<file path="config.mk">
export PLATFORM = sky130hd
export DESIGN_NAME = line_sensor_p_steering
export DESIGN_NICKNAME = d
export VERILOG_FILES = /design/src/lsps_pkg.sv /design/src/line_sensor_p_steering.sv
export VERILOG_INCLUDE_DIRS = /design/src /design/src/src
export SDC_FILE = /design/constraint.sdc
export NUM_CORES = 1
export LEC_CHECK = 0
export ABC_AREA = 1
export BUFFER_PORTS_ARGS = -buffer_cell sky130_fd_sc_hd__buf_2
export CAP_MARGIN = 30
export CORE_UTILIZATION = 31
export CTS_BUF_LIST = sky130_fd_sc_hd__clkbuf_8
export CTS_CLUSTER_DIAMETER = 50
export CTS_CLUSTER_SIZE = 16
export DETAILED_ROUTE_END_ITERATION = 16
export MAX_ROUTING_LAYER = met4
export PLACE_DENSITY = 0.46
export SYNTH_ARGS = -nofsm -noshare
export SYNTH_HDL_FRONTEND = slang
export SYNTH_SLANG_ARGS = --single-unit
</file>
<file path="constraint.sdc">
create_clock -name clk -period 4.1 [get_ports clk]
set_input_delay 0.205 -clock clk [delete_from_list [all_inputs] [get_ports clk]]
set_output_delay 0.205 -clock clk [all_outputs]
set_load 0.02 [all_outputs]
</file>
<file path="src/assert_macros.svh">
// Assertion macros used by the RTL file line_sensor_p_steering.sv
`ifndef ASSERT_MACROS_SVH
`define ASSERT_MACROS_SVH

// Check a property on every clock edge outside of reset
`define LSPS_ASSERT(lbl, prop, msg) \
  lbl: assert property (@(posedge clk) disable iff (!rst_n) prop) else $error(msg);

// Check a property on every clock edge, reset included
`define LSPS_ASSERT_ALWAYS(lbl, prop, msg) \
  lbl: assert property (@(posedge clk) prop) else $error(msg);

`endif

</file>
<file path="src/lsps_pkg.sv">
// Types, constants and the sensor weight table for the line sensor steering block
package lsps_pkg;

  localparam int SAMPLE_BITS_DEF = 10;
  localparam int THRESH_RESET    = 500;
  localparam int SENSOR_COUNT    = 7;
  localparam int CFG_IDX_W       = 1;
  localparam int CFG_DATA_W      = 8;
  localparam int DIV_STEPS       = 5;

  localparam logic [7:0] BASE_RESET = 8'd85;
  localparam logic [4:0] GAIN_RESET = 5'd8;

  localparam logic [2:0] THRESH_CHANNEL = 3'd7;
  localparam logic [2:0] LAST_SENSOR    = 3'd6;
  localparam logic [2:0] LAST_DIV_STEP  = 3'(DIV_STEPS - 1);
  localparam logic [2:0] ALL_COUNT      = 3'(SENSOR_COUNT);

  localparam logic CMD_SAMPLE = 1'b0;
  localparam logic CMD_TICK   = 1'b1;

  localparam logic [CFG_IDX_W-1:0] REG_BASE_SPEED = 1'd0;
  localparam logic [CFG_IDX_W-1:0] REG_STEER_GAIN = 1'd1;

  typedef enum logic [2:0] {
    S_IDLE,
    S_SCAN,
    S_DIV,
    S_MUL,
    S_LEFT,
    S_RIGHT,
    S_EMIT
  } state_t;

  function automatic logic signed [4:0] sensor_weight(input logic [2:0] idx);
    logic signed [4:0] w;
    case (idx)
      3'd0: w = -5'sd9;
      3'd1: w = -5'sd6;
      3'd2: w = -5'sd3;
      3'd3: w = 5'sd0;
      3'd4: w = 5'sd3;
      3'd5: w = 5'sd6;
      3'd6: w = 5'sd9;
      default: w = 5'sd0;
    endcase
    return w;
  endfunction

endpackage

</file>
<file path="src/line_sensor_p_steering.sv">
// Line sensor steering: weighted centroid error and proportional motor drive
// Sample item: the block is ready again on the next cycle.
// Tick with a result: states SCAN, DIV, MUL, LEFT, RIGHT and EMIT, output registered on leaving EMIT;
// tick without a result: back to IDLE after SCAN. One adder serves the 7-step sensor scan, the
// 5-step restoring divide and the two drive sums, one item at a time.
// Synchronous active-low reset: threshold 500, base 85, gain 8, sensor bits and count 0.
`include "assert_macros.svh"

module line_sensor_p_steering import lsps_pkg::*; #(
  parameter int SAMPLE_BITS = SAMPLE_BITS_DEF
) (
  input  logic                   clk,
  input  logic                   rst_n,
  input  logic                   cfg_we,
  input  logic [CFG_IDX_W-1:0]   cfg_index,
  input  logic [CFG_DATA_W-1:0]  cfg_wdata,
  input  logic                   in_valid,
  output logic                   in_stall,
  input  logic                   in_cmd,
  input  logic [2:0]             in_channel,
  input  logic [SAMPLE_BITS-1:0] in_sample,
  input  logic                   in_obstacle,
  output logic                   out_valid,
  input  logic                   out_stall,
  output logic [7:0]             out_left_drive,
  output logic [7:0]             out_right_drive,
  output logic signed [4:0]      out_position_error,
  output logic                   out_all_dark_stop
);

  state_t state_r, state_nxt;

  logic [SAMPLE_BITS-1:0] threshold_r;
  logic [6:0]             sensor_bits_r;
  logic [7:0]             base_r;
  logic [4:0]             gain_r;
  logic [2:0]             prev_count_r;
  logic [2:0]             idx_r;
  logic [2:0]             count_r;
  logic signed [5:0]      sum_r;
  logic                   obst_r;
  logic                   stop_r;
  logic                   neg_r;
  logic [2:0]             rem_r;
  logic [4:0]             quo_r;
  logic [8:0]             prod_r;
  logic signed [4:0]      err_r;
  logic [7:0]             left_r;
  logic [7:0]             right_r;

  logic                   out_valid_r;
  logic [7:0]             out_left_r;
  logic [7:0]             out_right_r;
  logic signed [4:0]      out_err_r;
  logic                   out_stop_r;

  logic signed [10:0]     alu_a, alu_b, alu_res;
  logic                   alu_sub;
  logic                   cur_bit;
  logic [2:0]             count_fin;
  logic signed [5:0]      sum_fin;
  logic [5:0]             sum_abs;
  logic [3:0]             shifted;
  logic                   div_ge;
  logic                   in_xfer;
  logic                   out_load;

  function automatic logic [7:0] sat8(input logic signed [10:0] v);
    logic [7:0] r;
    if (v < 0) begin
      r = 8'd0;
    end else if (v > 11'sd255) begin
      r = 8'd255;
    end else begin
      r = v[7:0];
    end
    return r;
  endfunction

  assign cur_bit   = sensor_bits_r[idx_r];
  assign count_fin = count_r + {2'b0, cur_bit};
  assign sum_fin   = alu_res[5:0];
  assign sum_abs   = sum_fin[5] ? 6'(-sum_fin) : sum_fin;
  assign shifted   = {rem_r, quo_r[4]};
  assign div_ge    = !alu_res[10];
  assign in_xfer   = in_valid && !in_stall;
  assign out_load  = (state_r == S_EMIT) && (!out_valid_r || !out_stall);
  assign alu_res   = alu_sub ? (alu_a - alu_b) : (alu_a + alu_b);

  always_comb begin
    state_nxt = state_r;
    case (state_r)
      S_IDLE: begin
        if (in_valid && in_cmd == CMD_TICK) begin
          state_nxt = S_SCAN;
        end
      end
      S_SCAN: begin
        if (idx_r == LAST_SENSOR) begin
          state_nxt = (count_fin != 3'd0 && !obst_r) ? S_DIV : S_IDLE;
        end
      end
      S_DIV: begin
        if (idx_r == LAST_DIV_STEP) begin
          state_nxt = S_MUL;
        end
      end
      S_MUL:   state_nxt = S_LEFT;
      S_LEFT:  state_nxt = S_RIGHT;
      S_RIGHT: state_nxt = S_EMIT;
      S_EMIT: begin
        if (out_load) begin
          state_nxt = S_IDLE;
        end
      end
      default: state_nxt = S_IDLE;
    endcase
  end

  always_comb begin
    in_stall = (state_r != S_IDLE);
    alu_a    = '0;
    alu_b    = '0;
    alu_sub  = 1'b0;
    case (state_r)
      S_SCAN: begin
        alu_a = 11'(sum_r);
        alu_b = cur_bit ? 11'(sensor_weight(idx_r)) : 11'sd0;
      end
      S_DIV: begin
        alu_a   = {7'b0, shifted};
        alu_b   = {8'b0, count_r};
        alu_sub = 1'b1;
      end
      S_LEFT: begin
        alu_a   = {3'b0, base_r};
        alu_b   = {2'b0, prod_r};
        alu_sub = neg_r;
      end
      S_RIGHT: begin
        alu_a   = {3'b0, base_r};
        alu_b   = {2'b0, prod_r};
        alu_sub = !neg_r;
      end
      default: begin
        alu_sub = 1'b0;
      end
    endcase
  end

  always_ff @(posedge clk) begin
    if (!rst_n) begin
      state_r       <= S_IDLE;
      threshold_r   <= SAMPLE_BITS'(THRESH_RESET);
      sensor_bits_r <= '0;
      base_r        <= BASE_RESET;
      gain_r        <= GAIN_RESET;
      prev_count_r  <= '0;
      idx_r         <= '0;
      count_r       <= '0;
      sum_r         <= '0;
      obst_r        <= 1'b0;
      out_valid_r   <= 1'b0;
    end else begin
      state_r <= state_nxt;

      if (cfg_we) begin
        case (cfg_index)
          REG_BASE_SPEED: base_r <= cfg_wdata;
          REG_STEER_GAIN: gain_r <= cfg_wdata[4:0];
          default: ;
        endcase
      end

      if (in_xfer && in_cmd == CMD_SAMPLE) begin
        if (in_channel == THRESH_CHANNEL) begin
          threshold_r <= in_sample;
        end else begin
          sensor_bits_r[in_channel] <= (in_sample <= threshold_r);
        end
      end

      if (in_xfer && in_cmd == CMD_TICK) begin
        obst_r  <= in_obstacle;
        idx_r   <= '0;
        count_r <= '0;
        sum_r   <= '0;
      end

      case (state_r)
        S_SCAN: begin
          count_r <= count_fin;
          sum_r   <= sum_fin;
          if (idx_r == LAST_SENSOR) begin
            prev_count_r <= count_fin;
            idx_r        <= '0;
          end else begin
            idx_r <= idx_r + 3'd1;
          end
        end
        S_DIV: begin
          idx_r <= idx_r + 3'd1;
        end
        default: ;
      endcase

      if (out_load) begin
        out_valid_r <= 1'b1;
      end else if (!out_stall) begin
        out_valid_r <= 1'b0;
      end
    end
  end

  always_ff @(posedge clk) begin
    case (state_r)
      S_SCAN: begin
        if (idx_r == LAST_SENSOR) begin
          stop_r <= (count_fin == ALL_COUNT) && (prev_count_r == ALL_COUNT);
          neg_r  <= sum_fin[5];
          quo_r  <= sum_abs[4:0];
          rem_r  <= '0;
        end
      end
      S_DIV: begin
        rem_r <= div_ge ? alu_res[2:0] : shifted[2:0];
        quo_r <= {quo_r[3:0], div_ge};
      end
      S_MUL: begin
        prod_r <= 9'(gain_r) * 9'(quo_r[3:0]);
        err_r  <= neg_r ? 5'(-signed'(quo_r)) : signed'(quo_r);
      end
      S_LEFT:  left_r  <= sat8(alu_res);
      S_RIGHT: right_r <= sat8(alu_res);
      default: ;
    endcase

    if (out_load) begin
      out_left_r  <= stop_r ? 8'd0 : left_r;
      out_right_r <= stop_r ? 8'd0 : right_r;
      out_err_r   <= err_r;
      out_stop_r  <= stop_r;
    end
  end

  assign out_valid          = out_valid_r;
  assign out_left_drive     = out_left_r;
  assign out_right_drive    = out_right_r;
  assign out_position_error = out_err_r;
  assign out_all_dark_stop  = out_stop_r;

  `LSPS_ASSERT(a_stop_zero_drive,
    out_valid && out_all_dark_stop |-> out_left_drive == 8'd0 && out_right_drive == 8'd0
      && out_position_error == 5'sd0,
    "stop result with nonzero drive or error")
  `LSPS_ASSERT(a_err_range,
    out_valid |-> out_position_error >= -5'sd9 && out_position_error <= 5'sd9,
    "position error out of range")
  `LSPS_ASSERT(a_rise_from_emit, $rose(out_valid) |-> $past(state_r) == S_EMIT,
    "result appeared outside emit")
  `LSPS_ASSERT(a_busy_stall, state_r != S_IDLE |-> in_stall, "input taken while busy")

endmodule

</file>
==> impl_metrics.json <==
{
  "status": "finished clean",
  "r2r_slack_ns": 0.33,
  "grt_overflow": 0,
  "clock_skew_ns": 0.0216,
  "avgSynthCellArea_um2": 8.43,
  "cts_hold_buf": 0,
  "cts_max_level": 3,
  "grt_pass1_wl_mm": 23.9,
  "die_x_um": 147,
  "max_stage_delay_ns": 0.55,
  "slew_headroom": 0.394,
  "regToRegStartpoint": "idx_r[1]",
  "maxCapViolations": 0,
  "grtUsageTotal": 0.145,
  "slew_violations": 0,
  "vias": 4929,
  "synth_ff_type": "edfxtp_1",
  "synthToLayoutAreaGrowth_pct": 13.3,
  "async_flop_share": 0,
  "synth_cells": 769,
  "layout-drive-gt1-share": 0.158,
  "via_per_inst": 4.47,
  "rows": 52,
  "cts_sinks": 112,
  "drtAntennaViolNets": 0,
  "wire_per_inst_um": 12.9,
  "crit_type": "flip-flop to flip-flop",
  "ios": 53,
  "crit_slowest_cell": "fa_1",
  "worstPathArrival_ns": 4.02,
  "synth_cell_types": 46,
  "grt_antenna_before_repair": 0,
  "cp_max_fo": 8,
  "endpoint_kind": "flip-flop",
  "reg2reg_to": "right_r[3]",
  "port-buffer-count": 52,
  "root_buffer": "clkbuf_8",
  "tightest_slew_ns": 0.907,
  "rsz0062_at_grt": "false",
  "final_cell_mix": "nand2_1 (164), inv_1 (118), nor2_1 (67)",
  "synth_seq_cells": 112,
  "hold_viol": 0,
  "grt_max_degree": 29,
  "ys_seq_area_frac": 0.442,
  "drt_iter0_drc": 173,
  "crit_path_start": "idx_r[1]",
  "synth.net_count": 849,
  "clk_pin_slew_ns": 0.11,
  "tns_ns": 0,
  "routabilityCongestion": 0.825,
  "core_um2": 20400,
  "fp.dieH_um": 147,
  "crit_required_ns": 4.35,
  "fmax_ghz": 0.265,
  "setup_viol": 0,
  "reg2regPathDepth": 19,
  "mostFrequentLayoutCell": "nand2_1",
  "wl_mm": 14.2,
  "cts_tree": "built",
  "start_util": 0.318,
  "start_kind": "flip-flop",
  "dr.pass1.iters": 4,
  "worstHoldStart": "in_sample[5]",
  "n_fill_cell": 2170,
  "insertion_delay_ns": 0.40,
  "num_antenna_cells": 0,
  "syn_area_um2": 6480,
  "drc": 0,
  "cts_inserted_buffers": 9,
  "crit_end": "right_r[3]",
  "cp_cell_sequence": "buf_4 > ha_1 > inv_1 > nand3_2 > nor2_1 > nand2_1 > nand2_1 > inv_1 > ha_1 > o21ai_1 > fa_1 > ha_1 > nor3_1 > nand2_1 > nor3_1 > nand3_1 > o211ai_2 > nand2_4 > a21oi_2",
  "synth_warnings": 0,
  "period_share": 0.920,
  "cts.path.max_buffers": 2,
  "dieArea_um2": 21500,
  "grt_pass1_vias": 4786,
  "dpl.hpwl_mm": 11.1,
  "hp-class": "input port to flip-flop",
  "final_nets": 908,
  "synth_edf_count": 62,
  "post-route-min-period_ns": 3.77
}
==> how the worst min path moves through the flow <==
stage	to	cells after the start	slack (ns)
after floorplan	gain_r[3]	2	0.32
after global placement	out_position_error[4]	0	0.40
after detailed placement	out_position_error[3]	0	0.40
after CTS	base_r[0]	3	0.008
after global routing	base_r[0]	3	0.02
final	threshold_r[5]	3	0.04
==> cells in the mapped netlist (11+ instances only) <==
library cell / count / area, µm²
inv_2: 11 / 41.3
a21oi_1: 45 / 225
xor2_1: 18 / 158
nor2_1: 69 / 259
clkbuf_1: 11 / 41.3
o21ai_0: 36 / 180
edfxtp_1: 62 / 1860
dfxtp_1: 50 / 1000
nand3_1: 45 / 225
ha_1: 44 / 551
inv_1: 120 / 450
nand2_1: 164 / 616
==> registers in the layout (all words and copies together) (netlist names), 5 cells and up <==
signal,cells
threshold_r,10
base_r,8
prod_r,9
quo_r,5
out_right_drive,8
left_r,8
gain_r,5
out_left_drive,8
sum_r,6
right_r,8
sensor_bits_r,7
out_position_error,5
err_r,5
==> cell type report <==
| class | instances | area [µm²] | area share |
|---|---|---|---|
| clock inverters | 7 | 85.1 | 0.0116 |
| inverters | 134 | 508 | 0.0692 |
| flip-flops and latches | 112 | 2870 | 0.390 |
| repair buffers | 62 | 343 | 0.0467 |
| clock buffers | 9 | 124 | 0.0169 |
| well taps | 270 | 338 | 0.0460 |
| multi-input cells | 509 | 3080 | 0.420 |
==> critical path: cells and delay by family, from the launching register on <==
family | cells | cell delay [ns]
buffers and inverters | 3 | 0.31
and+or+nand+nor | 9 | 1.12
AOI/OAI and AO/OA | 3 | 0.62
adders and majority gates | 4 | 1.26
DFF | 1 | 0.32
==> cells by family after synthesis <==
kind of cell | synth area share
buffers and inverters | 0.0884
AND/OR/NAND/NOR | 0.220
adder cells (fa/ha/maj) | 0.107
flip-flops | 0.442
AO/OA/AOI/OAI | 0.110
XOR/XNOR | 0.0336
==> per-layer routing <==
layer	vias to the layer above	share of wire	global-route usage
met5	-	0	-
met4	0	0.015	0.0443
met3	15	0.035	0.0266
met2	72	0.46	0.234
met1	2217	0.49	0.184
li1	2625	-	-
==> stage by stage <==
stage | util | setup WS [ns] | cell area, µm² | std cells | hold WS [ns]
after floorplan | - | 0.694 | 6480 | 769 | 0.318
after global placement | 0.348 | 0.154 | 7090 | 1085 | 0.401
after detailed placement | 0.349 | 0.141 | 7100 | 1086 | 0.405
after CTS | 0.359 | 0.107 | 7310 | 1102 | 0.00750
after global routing | 0.361 | 0.0196 | 7340 | 1103 | 0.0237
final | 0.361 | 0.326 | 7340 | 1103 | 0.0374
==> what timing repair did <==
action,CTS,global route
resized for setup,0,10
buffers inserted,0,1
endpoints found under the setup margin,0,24
Power is left out: the tool's default activity adds up to more than one toggle a clock period on the data nets, which glitch-free logic cannot reach.
